### config.mk
export PLATFORM = sky130hd
export DESIGN_NAME = serial_day_calendar_decode_unit_flat
export DESIGN_NICKNAME = d
export VERILOG_FILES = /design/src/rtl/sdc_pkg.sv /design/src/rtl/sdc_if.sv /design/src/rtl/sdc_divide.sv /design/src/rtl/sdc_calendar.sv /design/src/rtl/serial_day_calendar_decode_unit.sv /design/src/flat_wrapper.sv
export SDC_FILE = /design/constraint.sdc
export NUM_CORES = 1
export LEC_CHECK = 0
export ABC_AREA = 0
export BUFFER_PORTS_ARGS = -buffer_cell sky130_fd_sc_hd__buf_2
export CAP_MARGIN = 15
export CORE_MARGIN = 2
export CORE_UTILIZATION = 44
export DETAILED_ROUTE_END_ITERATION = 16
export SKIP_CTS_REPAIR_TIMING = 1
export SLEW_MARGIN = 20
export SYNTH_ARGS = -nofsm -noshare
export SYNTH_HDL_FRONTEND = slang
export SYNTH_SLANG_ARGS = --single-unit
### constraint.sdc
create_clock -name clock -period 9.3 [get_ports clock]
set_input_delay 0.465 -clock clock [delete_from_list [all_inputs] [get_ports clock]]
set_output_delay 0.465 -clock clock [all_outputs]
set_load 0.01 [all_outputs]
### src/rtl/sdc_pkg.sv
// Shared constants, types and a helper function of the serial day calendar decoder.
package sdc_pkg;

   localparam logic [21:0] SPAN_FIRST = 22'd2415386;  // 1901-01-01
   localparam logic [21:0] SPAN_LAST  = 22'd2488069;  // 2099-12-31
   localparam logic [16:0] Y4_DAYS    = 17'd1461;
   localparam logic [15:0] RECIP_Y4   = 16'd45933;    // floor(2^26 / 1461)
   localparam logic [13:0] RECIP_7    = 14'd9362;     // floor(2^16 / 7)
   localparam logic [11:0] RECIP_7S   = 12'd2341;     // ceil(2^14 / 7), small operands
   localparam logic [11:0] BASE_YEAR  = 12'd1901;
   localparam logic [2:0]  DOW_SUN    = 3'd6;

   typedef struct packed {
      logic        oos;
      logic [11:0] year;
      logic [8:0]  doy;
      logic        leap;
      logic        prev_leap;
      logic [2:0]  dow;        // 0 is Monday
   } split_type;

   typedef struct packed {
      logic [4:0]  day_of_month;
      logic [3:0]  month_number;
      logic [11:0] year_number;
      logic [8:0]  day_of_year;
      logic [5:0]  iso_week;
      logic        summer_time;
      logic        out_of_span;
   } result_type;

   // zero-based day of year at which a month starts, common year
   function automatic logic [8:0] month_start(input logic [3:0] m);
      logic [8:0] s;
      case (m)
         4'd1:    s = 9'd0;
         4'd2:    s = 9'd31;
         4'd3:    s = 9'd59;
         4'd4:    s = 9'd90;
         4'd5:    s = 9'd120;
         4'd6:    s = 9'd151;
         4'd7:    s = 9'd181;
         4'd8:    s = 9'd212;
         4'd9:    s = 9'd243;
         4'd10:   s = 9'd273;
         4'd11:   s = 9'd304;
         4'd12:   s = 9'd334;
         default: s = 9'd0;
      endcase
      return s;
   endfunction

endpackage

### src/rtl/sdc_if.sv
// Valid/ready channel interfaces for day numbers and decoded dates.
interface sdc_req_if;
   logic        valid;
   logic        ready;
   logic [21:0] serial_day;
   modport source (output valid, output serial_day, input ready);
   modport sink (input valid, input serial_day, output ready);
endinterface

interface sdc_rsp_if;
   logic        valid;
   logic        ready;
   logic [4:0]  day_of_month;
   logic [3:0]  month_number;
   logic [11:0] year_number;
   logic [8:0]  day_of_year;
   logic [5:0]  iso_week;
   logic        summer_time;
   logic        out_of_span;
   modport source (output valid, output day_of_month, output month_number,
                   output year_number, output day_of_year, output iso_week,
                   output summer_time, output out_of_span, input ready);
   modport sink (input valid, input day_of_month, input month_number,
                 input year_number, input day_of_year, input iso_week,
                 input summer_time, input out_of_span, output ready);
endinterface

### src/rtl/sdc_divide.sv
// Front pipeline: span check, four-year cycle split, year, day of year and weekday.
module sdc_divide (
   input  logic                clock,
   input  logic                reset,
   input  logic                in_valid,
   output logic                in_ready,
   input  logic [21:0]         in_day,
   output logic                out_valid,
   input  logic                out_ready,
   output sdc_pkg::split_type  out_data
);
   import sdc_pkg::*;

   logic        v1_ff, v2_ff, v3_ff;
   logic        rdy1, rdy2, rdy3;

   // stage 1
   logic        oos1_ff, oos1_in;
   logic [16:0] t1_ff, t1_in;
   logic [16:0] tp1_ff, tp1_in;
   logic [32:0] prod1_ff, prod1_in;
   logic [30:0] p7_ff, p7_in;
   // stage 2
   logic        oos2_ff;
   logic [11:0] r2_ff, r2_in;
   logic [6:0]  q2_ff;
   logic [2:0]  dow2_ff, dow2_in;
   logic [14:0] q7;
   logic [3:0]  rm7;
   // stage 3
   split_type   s3_ff, s3_in;
   logic [10:0] r3;
   logic [5:0]  q3;
   logic [1:0]  yc;

   assign rdy3     = !v3_ff || out_ready;
   assign rdy2     = !v2_ff || rdy3;
   assign rdy1     = !v1_ff || rdy2;
   assign in_ready = rdy1;

   always_comb begin
      oos1_in  = (in_day < SPAN_FIRST) || (in_day > SPAN_LAST);
      t1_in    = oos1_in ? 17'd0 : 17'(in_day - SPAN_FIRST);
      tp1_in   = t1_in + 17'd1;
      prod1_in = 33'(t1_in) * 33'(RECIP_Y4);
      p7_in    = 31'(tp1_in) * 31'(RECIP_7);
   end

   always_comb begin
      r2_in   = 12'(t1_ff - 17'(17'(prod1_ff[32:26]) * Y4_DAYS));
      q7      = p7_ff[30:16];
      rm7     = 4'(tp1_ff - 17'(17'(q7) * 17'd7));
      dow2_in = (rm7 >= 4'd7) ? 3'(rm7 - 4'd7) : rm7[2:0];
   end

   always_comb begin
      if (r2_ff >= 12'(Y4_DAYS)) begin
         r3 = 11'(r2_ff - 12'(Y4_DAYS));
         q3 = 6'(q2_ff + 7'd1);
      end else begin
         r3 = r2_ff[10:0];
         q3 = q2_ff[5:0];
      end
      if (r3 >= 11'd1095)     yc = 2'd3;
      else if (r3 >= 11'd730) yc = 2'd2;
      else if (r3 >= 11'd365) yc = 2'd1;
      else                    yc = 2'd0;
      s3_in.oos       = oos2_ff;
      s3_in.doy       = 9'(r3 - 11'(11'(yc) * 11'd365));
      s3_in.year      = BASE_YEAR + {4'd0, q3, 2'b00} + 12'(yc);
      s3_in.leap      = (yc == 2'd3);
      s3_in.prev_leap = (yc == 2'd0);
      s3_in.dow       = dow2_ff;
   end

   always_ff @(posedge clock) begin
      if (reset) begin
         v1_ff <= 1'b0;
         v2_ff <= 1'b0;
         v3_ff <= 1'b0;
      end else begin
         if (rdy1) v1_ff <= in_valid;
         if (rdy2) v2_ff <= v1_ff;
         if (rdy3) v3_ff <= v2_ff;
      end
      if (rdy1) begin
         oos1_ff  <= oos1_in;
         t1_ff    <= t1_in;
         tp1_ff   <= tp1_in;
         prod1_ff <= prod1_in;
         p7_ff    <= p7_in;
      end
      if (rdy2) begin
         oos2_ff <= oos1_ff;
         r2_ff   <= r2_in;
         q2_ff   <= prod1_ff[32:26];
         dow2_ff <= dow2_in;
      end
      if (rdy3) s3_ff <= s3_in;
   end

   assign out_valid = v3_ff;
   assign out_data  = s3_ff;

endmodule

### src/rtl/sdc_calendar.sv
// Back pipeline: month and day, weekday of January 1, ISO week and summer time.
module sdc_calendar (
   input  logic                clock,
   input  logic                reset,
   input  logic                in_valid,
   output logic                in_ready,
   input  sdc_pkg::split_type  in_data,
   output logic                out_valid,
   input  logic                out_ready,
   output sdc_pkg::result_type out_data
);
   import sdc_pkg::*;

   logic        v4_ff, v5_ff, v6_ff;
   logic        rdy4, rdy5, rdy6;

   // stage 4
   split_type   s4_ff;
   logic [3:0]  mon4_ff, mon4_in;
   logic [5:0]  qd4_ff, qd4_in;
   logic [5:0]  wk4_ff, wk4_in;
   logic [8:0]  wnum;
   logic [8:0]  thr;
   // stage 5
   split_type   s5_ff;
   logic [3:0]  mon5_ff;
   logic [4:0]  day5_ff, day5_in;
   logic [2:0]  j15_ff, j15_in;
   logic [5:0]  wk5_ff;
   logic [2:0]  dm7;
   logic [8:0]  mstart;
   // stage 6
   result_type  r6_ff, r6_in;
   logic        long_cur, long_prev;
   logic [3:0]  pj_sum, m_sum, o_sum;
   logic [2:0]  pj, dow_m, dow_o, back_m, back_o;
   logic [8:0]  mar_doy, oct_doy;
   logic [5:0]  week;

   assign rdy6     = !v6_ff || out_ready;
   assign rdy5     = !v5_ff || rdy6;
   assign rdy4     = !v4_ff || rdy5;
   assign in_ready = rdy4;

   always_comb begin
      mon4_in = 4'd1;
      for (int k = 2; k <= 12; k++) begin
         thr = month_start(4'(k)) + ((k >= 3) ? 9'(in_data.leap) : 9'd0);
         if (in_data.doy >= thr) mon4_in = mon4_in + 4'd1;
      end
      qd4_in = 6'((21'(in_data.doy) * 21'(RECIP_7S)) >> 14);
      wnum   = in_data.doy + 9'd10 - 9'(in_data.dow);
      wk4_in = 6'((21'(wnum) * 21'(RECIP_7S)) >> 14);
   end

   always_comb begin
      mstart  = month_start(mon4_ff) + ((mon4_ff >= 4'd3) ? 9'(s4_ff.leap) : 9'd0);
      day5_in = 5'(s4_ff.doy - mstart + 9'd1);
      dm7     = 3'(s4_ff.doy - 9'(9'(qd4_ff) * 9'd7));
      // weekday of January 1
      j15_in  = (s4_ff.dow >= dm7) ? 3'(s4_ff.dow - dm7) : 3'(s4_ff.dow + 3'd7 - dm7);
   end

   always_comb begin
      long_cur  = (j15_ff == 3'd3) || (s5_ff.leap && j15_ff == 3'd2);
      pj_sum    = 4'(j15_ff) + 4'd6 - 4'(s5_ff.prev_leap);
      pj        = (pj_sum >= 4'd7) ? 3'(pj_sum - 4'd7) : pj_sum[2:0];
      long_prev = (pj == 3'd3) || (s5_ff.prev_leap && pj == 3'd2);
      if (wk5_ff == 6'd0)                    week = long_prev ? 6'd53 : 6'd52;
      else if (wk5_ff == 6'd53 && !long_cur) week = 6'd1;
      else                                   week = wk5_ff;
      // last Sundays: step back from March 31 and October 31
      m_sum  = 4'(j15_ff) + 4'd5 + 4'(s5_ff.leap);
      dow_m  = (m_sum >= 4'd7) ? 3'(m_sum - 4'd7) : m_sum[2:0];
      o_sum  = 4'(j15_ff) + 4'd2 + 4'(s5_ff.leap);
      dow_o  = (o_sum >= 4'd7) ? 3'(o_sum - 4'd7) : o_sum[2:0];
      back_m = (dow_m == DOW_SUN) ? 3'd0 : dow_m + 3'd1;
      back_o = (dow_o == DOW_SUN) ? 3'd0 : dow_o + 3'd1;
      mar_doy = 9'd89 + 9'(s5_ff.leap) - 9'(back_m);
      oct_doy = 9'd303 + 9'(s5_ff.leap) - 9'(back_o);
      r6_in = '0;
      r6_in.out_of_span = s5_ff.oos;
      if (!s5_ff.oos) begin
         r6_in.day_of_month = day5_ff;
         r6_in.month_number = mon5_ff;
         r6_in.year_number  = s5_ff.year;
         r6_in.day_of_year  = s5_ff.doy;
         r6_in.iso_week     = week;
         r6_in.summer_time  = (s5_ff.doy >= mar_doy) && (s5_ff.doy < oct_doy);
      end
   end

   always_ff @(posedge clock) begin
      if (reset) begin
         v4_ff <= 1'b0;
         v5_ff <= 1'b0;
         v6_ff <= 1'b0;
      end else begin
         if (rdy4) v4_ff <= in_valid;
         if (rdy5) v5_ff <= v4_ff;
         if (rdy6) v6_ff <= v5_ff;
      end
      if (rdy4) begin
         s4_ff   <= in_data;
         mon4_ff <= mon4_in;
         qd4_ff  <= qd4_in;
         wk4_ff  <= wk4_in;
      end
      if (rdy5) begin
         s5_ff   <= s4_ff;
         mon5_ff <= mon4_ff;
         day5_ff <= day5_in;
         j15_ff  <= j15_in;
         wk5_ff  <= wk4_ff;
      end
      if (rdy6) r6_ff <= r6_in;
   end

   assign out_valid = v6_ff;
   assign out_data  = r6_ff;

endmodule

### src/rtl/serial_day_calendar_decode_unit.sv
// Top level of the Julian day number to Gregorian date and ISO week decoder.
//
//   channel   dir   payload                                       beat
//   req_bus   in    serial_day                                    valid & ready
//   rsp_bus   out   date, day of year, week, summer, span flag    valid & ready
//
// Six register stages: three in the cycle split, three in the calendar back end.
// One beat per cycle sustained while rsp_bus.ready stays high.
// Each stage holds its beat while the next is full, so stalls lose nothing.
// Synchronous reset empties the pipeline; no other state.
module serial_day_calendar_decode_unit (
   input logic        clock,
   input logic        reset,
   sdc_req_if.sink    req_bus,
   sdc_rsp_if.source  rsp_bus
);
   import sdc_pkg::*;

   logic       mid_valid, mid_ready;
   split_type  mid_data;
   result_type res;

   sdc_divide u_divide (
      .clock     (clock),
      .reset     (reset),
      .in_valid  (req_bus.valid),
      .in_ready  (req_bus.ready),
      .in_day    (req_bus.serial_day),
      .out_valid (mid_valid),
      .out_ready (mid_ready),
      .out_data  (mid_data)
   );

   sdc_calendar u_calendar (
      .clock     (clock),
      .reset     (reset),
      .in_valid  (mid_valid),
      .in_ready  (mid_ready),
      .in_data   (mid_data),
      .out_valid (rsp_bus.valid),
      .out_ready (rsp_bus.ready),
      .out_data  (res)
   );

   assign rsp_bus.day_of_month = res.day_of_month;
   assign rsp_bus.month_number = res.month_number;
   assign rsp_bus.year_number  = res.year_number;
   assign rsp_bus.day_of_year  = res.day_of_year;
   assign rsp_bus.iso_week     = res.iso_week;
   assign rsp_bus.summer_time  = res.summer_time;
   assign rsp_bus.out_of_span  = res.out_of_span;

   a_reset_empty: assert property (@(posedge clock) reset |=> !rsp_bus.valid)
      else $error("response valid after reset");

   a_oos_zero: assert property (@(posedge clock) disable iff (reset)
      (rsp_bus.valid && rsp_bus.out_of_span) |->
         (rsp_bus.day_of_month == 5'd0 && rsp_bus.iso_week == 6'd0 &&
          rsp_bus.year_number == 12'd0 && !rsp_bus.summer_time))
      else $error("out of span beat carries date fields");

   a_date_range: assert property (@(posedge clock) disable iff (reset)
      (rsp_bus.valid && !rsp_bus.out_of_span) |->
         (rsp_bus.month_number >= 4'd1 && rsp_bus.month_number <= 4'd12 &&
          rsp_bus.day_of_month >= 5'd1 && rsp_bus.iso_week >= 6'd1 &&
          rsp_bus.iso_week <= 6'd53 && rsp_bus.day_of_year <= 9'd365))
      else $error("decoded date out of range");

   a_summer_months: assert property (@(posedge clock) disable iff (reset)
      (rsp_bus.valid && rsp_bus.summer_time) |->
         (rsp_bus.month_number >= 4'd3 && rsp_bus.month_number <= 4'd10))
      else $error("summer time outside March to October");

endmodule
### src/flat_wrapper.sv
// flat-port wrapper written by rule: the top's interface ports become plain ports
module serial_day_calendar_decode_unit_flat import sdc_pkg::*;
  (clock, reset, req_bus_valid, req_bus_serial_day, req_bus_ready, rsp_bus_valid, rsp_bus_day_of_month, rsp_bus_month_number, rsp_bus_year_number, rsp_bus_day_of_year, rsp_bus_iso_week, rsp_bus_summer_time, rsp_bus_out_of_span, rsp_bus_ready);
  sdc_req_if req_bus_i ();
  sdc_rsp_if rsp_bus_i ();
  input logic clock;
  input logic reset;
  input wire logic [$bits(req_bus_i.valid)-1:0] req_bus_valid;
  input wire logic [$bits(req_bus_i.serial_day)-1:0] req_bus_serial_day;
  output wire logic [$bits(req_bus_i.ready)-1:0] req_bus_ready;
  output wire logic [$bits(rsp_bus_i.valid)-1:0] rsp_bus_valid;
  output wire logic [$bits(rsp_bus_i.day_of_month)-1:0] rsp_bus_day_of_month;
  output wire logic [$bits(rsp_bus_i.month_number)-1:0] rsp_bus_month_number;
  output wire logic [$bits(rsp_bus_i.year_number)-1:0] rsp_bus_year_number;
  output wire logic [$bits(rsp_bus_i.day_of_year)-1:0] rsp_bus_day_of_year;
  output wire logic [$bits(rsp_bus_i.iso_week)-1:0] rsp_bus_iso_week;
  output wire logic [$bits(rsp_bus_i.summer_time)-1:0] rsp_bus_summer_time;
  output wire logic [$bits(rsp_bus_i.out_of_span)-1:0] rsp_bus_out_of_span;
  input wire logic [$bits(rsp_bus_i.ready)-1:0] rsp_bus_ready;
  assign req_bus_i.valid = req_bus_valid;
  assign req_bus_i.serial_day = req_bus_serial_day;
  assign req_bus_ready = req_bus_i.ready;
  assign rsp_bus_valid = rsp_bus_i.valid;
  assign rsp_bus_day_of_month = rsp_bus_i.day_of_month;
  assign rsp_bus_month_number = rsp_bus_i.month_number;
  assign rsp_bus_year_number = rsp_bus_i.year_number;
  assign rsp_bus_day_of_year = rsp_bus_i.day_of_year;
  assign rsp_bus_iso_week = rsp_bus_i.iso_week;
  assign rsp_bus_summer_time = rsp_bus_i.summer_time;
  assign rsp_bus_out_of_span = rsp_bus_i.out_of_span;
  assign rsp_bus_i.ready = rsp_bus_ready;
  serial_day_calendar_decode_unit u_core (.clock(clock), .reset(reset), .req_bus(req_bus_i), .rsp_bus(rsp_bus_i));
endmodule
==> results.md <==
* Status: finished, final reports clean
* Vias in the first global route at 14200
* Yosys warns at 0
* Slew HR at 37.4%
* Port bufs at 65
* Worst path slowest cell: edfxtp_1
* Fin. Hold Viols at 0
* Instance count on the critical path at 35
* Die area at 0.0506 mm²
* Crit path required time at 9.73 ns
* Nets at 2691
* Via count at 13700
* Fraction of layout cells with a size suffix above 1 at 6.97%
* Mapped Area at 0.0215 mm²
* Critical path peak fanout at 9
* Synth Flop Type: edfxtp_1
* Post-Syn Nets at 2601
* Max cap viols at 0
* ANT cells at 0
* Peak Freq at 119 MHz
* Largest net degree at the start of global routing at 47
* CP arrival at 8.81 ns
* Critical path's most frequent cell: ha_1
* Area Growth Syn to Fin at 9.07%
* Worst-case reg-to-reg path depth at 35
* Synth async-reset ratio at 0%
* Tot GR Track Use at 17.2%
* Type of destination of the critical path: flip-flop
* Met1 Use GR at 21.9%
* Rows at 80
* Hold Path Depth at 3
* Hold Crit Class: in2reg
* Max-slew violations at 0
* TritonRoute pass-1 iters at 5
* Clock Sinks at 208
* Gr busiest metal: met2
* Mapped Avg Cell Area at 10.7 µm²
* Commonest non-fill, non-tap cells in the layout: inv_1, ha_1, edfxtp_1
* Skew-Pair Late Insertion Delay at 0.55 ns
* Hold worst-path end: u_core.u_divide.v1_ff
* Minimum clock period at 8.38 ns
* Slew @ Worst Pin at 0.935 ns
* Remaining Overflow, GRT at 0
* Met3 GRT Util at 1.94%
* Most common cell after layout, fill and taps aside: inv_1
* GR Util met2 at 30.6%
* Via-to-Cell Ratio at 5.02
* Crit Reg-Reg Startpoint: u_core.u_divide.out_data[11]
* Final HPWL from detailed placement at 34900 µm
* Clk pin slew, worst setup/hold paths at 0.06 ns
* Die height at 225 µm
* Top-level I/O count at 66
* Min-delay src: req_bus_valid
* Yosys reg bits at 208
* Fin Clk Skew at 0.0121 ns
* Clk buf depth at 3
* Sequential share of the synthesized area at 28.6%
* Initial Util at 44.8%
* GPL Wtd Cong at 0.941
* Drt total wl at 41600 µm
* Critical Path Source: u_core.u_divide.out_data[11]
* CP Launch Type: flip-flop
* CTS tree: yes
* Filler cell count at 4403
* CP top delay family: adder cells
* Wire per inst at 15.3 µm
* CORE AREA at 0.0479 mm²
* Syn Inst Count at 1999
* CTS buffer count at 25
* H-Tree Level Count at 1
* Global-route wire length before repair at 70300 µm
* WP buf/inv at 3
* RSZ-0062 raised after global routing: no
* Chip width at 225 µm
* Initial drt markers at 568
* Crit path kind: reg2reg
* Initial antenna violation count at 0
* Fin crit share at 90.1%
* Root Driver: clkbuf_16
* Setup TNS at 0 ns
* Reg2reg setup slack at 0.92 ns
* Post-route ant nets at 0
* Synth cell types at 80
* Setup Viol. Count Final at 0
* Peak per-stage delay on the critical path at 0.62 ns
* EDFF count, synth at 197
* # DRC at 0
## flip-flops by register name, summed over array words and instances (netlist names), 5 cells and up, named ones only
signal	count
u_core.u_divide.q2_ff	6
u_core.u_calendar.out_data	38
u_core.u_calendar.s4_ff	27
u_core.u_calendar.s5_ff	23
u_core.u_calendar.day5_ff	5
u_core.u_divide.out_data	27
u_core.u_divide.r2_ff	12
u_core.u_calendar.wk4_ff	6
u_core.u_calendar.wk5_ff	6
u_core.u_divide.t1_ff	12
u_core.u_divide.prod1_ff	7
## per-layer routing
layer  up-vias  wire (µm)
li1       6843          -
met5         -          0
met2       226      20100
met4         0       1340
met3        71       1350
met1      6527      18900
## metrics by stage
stage / worst slack (ns) / utilization [%] / hold WS [ns] / cell area (µm²) / std cells
finish: 0.921 / 48.9 / 0.151 / 23400 / 2723
CTS: 0.982 / 48.9 / 0.126 / 23400 / 2723
floorplan: 1.48 / - / 0.400 / 21500 / 1999
global placement: 0.772 / 47.2 / 0.406 / 22600 / 2677
detailed placement: 0.549 / 47.2 / 0.405 / 22600 / 2677
global route: 0.298 / 48.9 / 0.160 / 23400 / 2723
## worst reg2reg max path: cells and delay by family, from the launching register on
family,cells,cell delay (ns)
adders and majority gates,10,3.22
DFF,1,0.62
muxes,4,1.32
and+or+nand+nor,9,0.81
AOI/OAI and AO/OA,8,1.42
buffers and inverters,3,0.58
xor gates and xnor gates,1,0.27
## cells by family (layout without fill, tap and decap cells)
logic type	after synthesis	count (layout)	synth area share, %
adders and majority gates	576	576	39.9
buffers and inverters	463	572	8.11
and+or+nand+nor	327	327	7.71
AOI/OAI and AO/OA	250	250	7.91
DFF	208	208	28.6
xor gates and xnor gates	150	150	6.49
muxes	25	25	1.29
## layout make-up
type | instances | area [µm²] | share of cell area [%]
multi-input combinational | 1328 | 13600 | 58.1
clock inverter | 9 | 120 | 0.513
sequential | 208 | 6140 | 26.2
clock buffer | 37 | 691 | 2.95
tap | 615 | 769 | 3.28
timing repair buffer | 77 | 415 | 1.77
inverter | 449 | 1690 | 7.19
## worst max path at each step
stage	to
CTS	flip-flop
finish	flip-flop
global placement	u_core.u_divide.prod1_ff[32]
floorplan	u_core.u_divide.prod1_ff[32]
global route	flip-flop
detailed placement	u_core.u_divide.prod1_ff[32]
## Yosys cell counts, types with 3 or more instances
cell type	n	share of area (%)
inv_1	448	7.8
ha_1	393	23
edfxtp_1	197	28
fa_1	183	17
xnor2_1	103	4.2
nor2_1	87	1.5
nand2_1	72	1.3
a21oi_1	58	1.4
nor2b_1	50	1.5
o21ai_0	50	1.2
xor2_1	41	1.7
a21o_1	39	1.4
nand3_1	19	0.44
nand2b_1	18	0.52
nor3_1	17	0.40
mux2i_1	16	0.75
nand4_1	13	0.38
o21bai_1	13	0.45
and3_1	12	0.35
dfxtp_1	11	1.0
a31oi_1	9	0.26
clkbuf_1	9	0.16
a211oi_1	8	0.28
and2_1	8	0.23
o21a_1	8	0.28
mux2_2	7	0.37
o211ai_1	7	0.24
and4_1	5	0.20
nand3b_1	5	0.17
nor4_1	5	0.15
a211o_1	4	0.16
buf_2	4	0.093
o31ai_1	4	0.14
or2_2	4	0.12
a32o_1	3	0.14
o211a_1	3	0.14
Power is not shown: default switching activity piles up to over one toggle a cycle in this logic, so the estimate is an artifact.
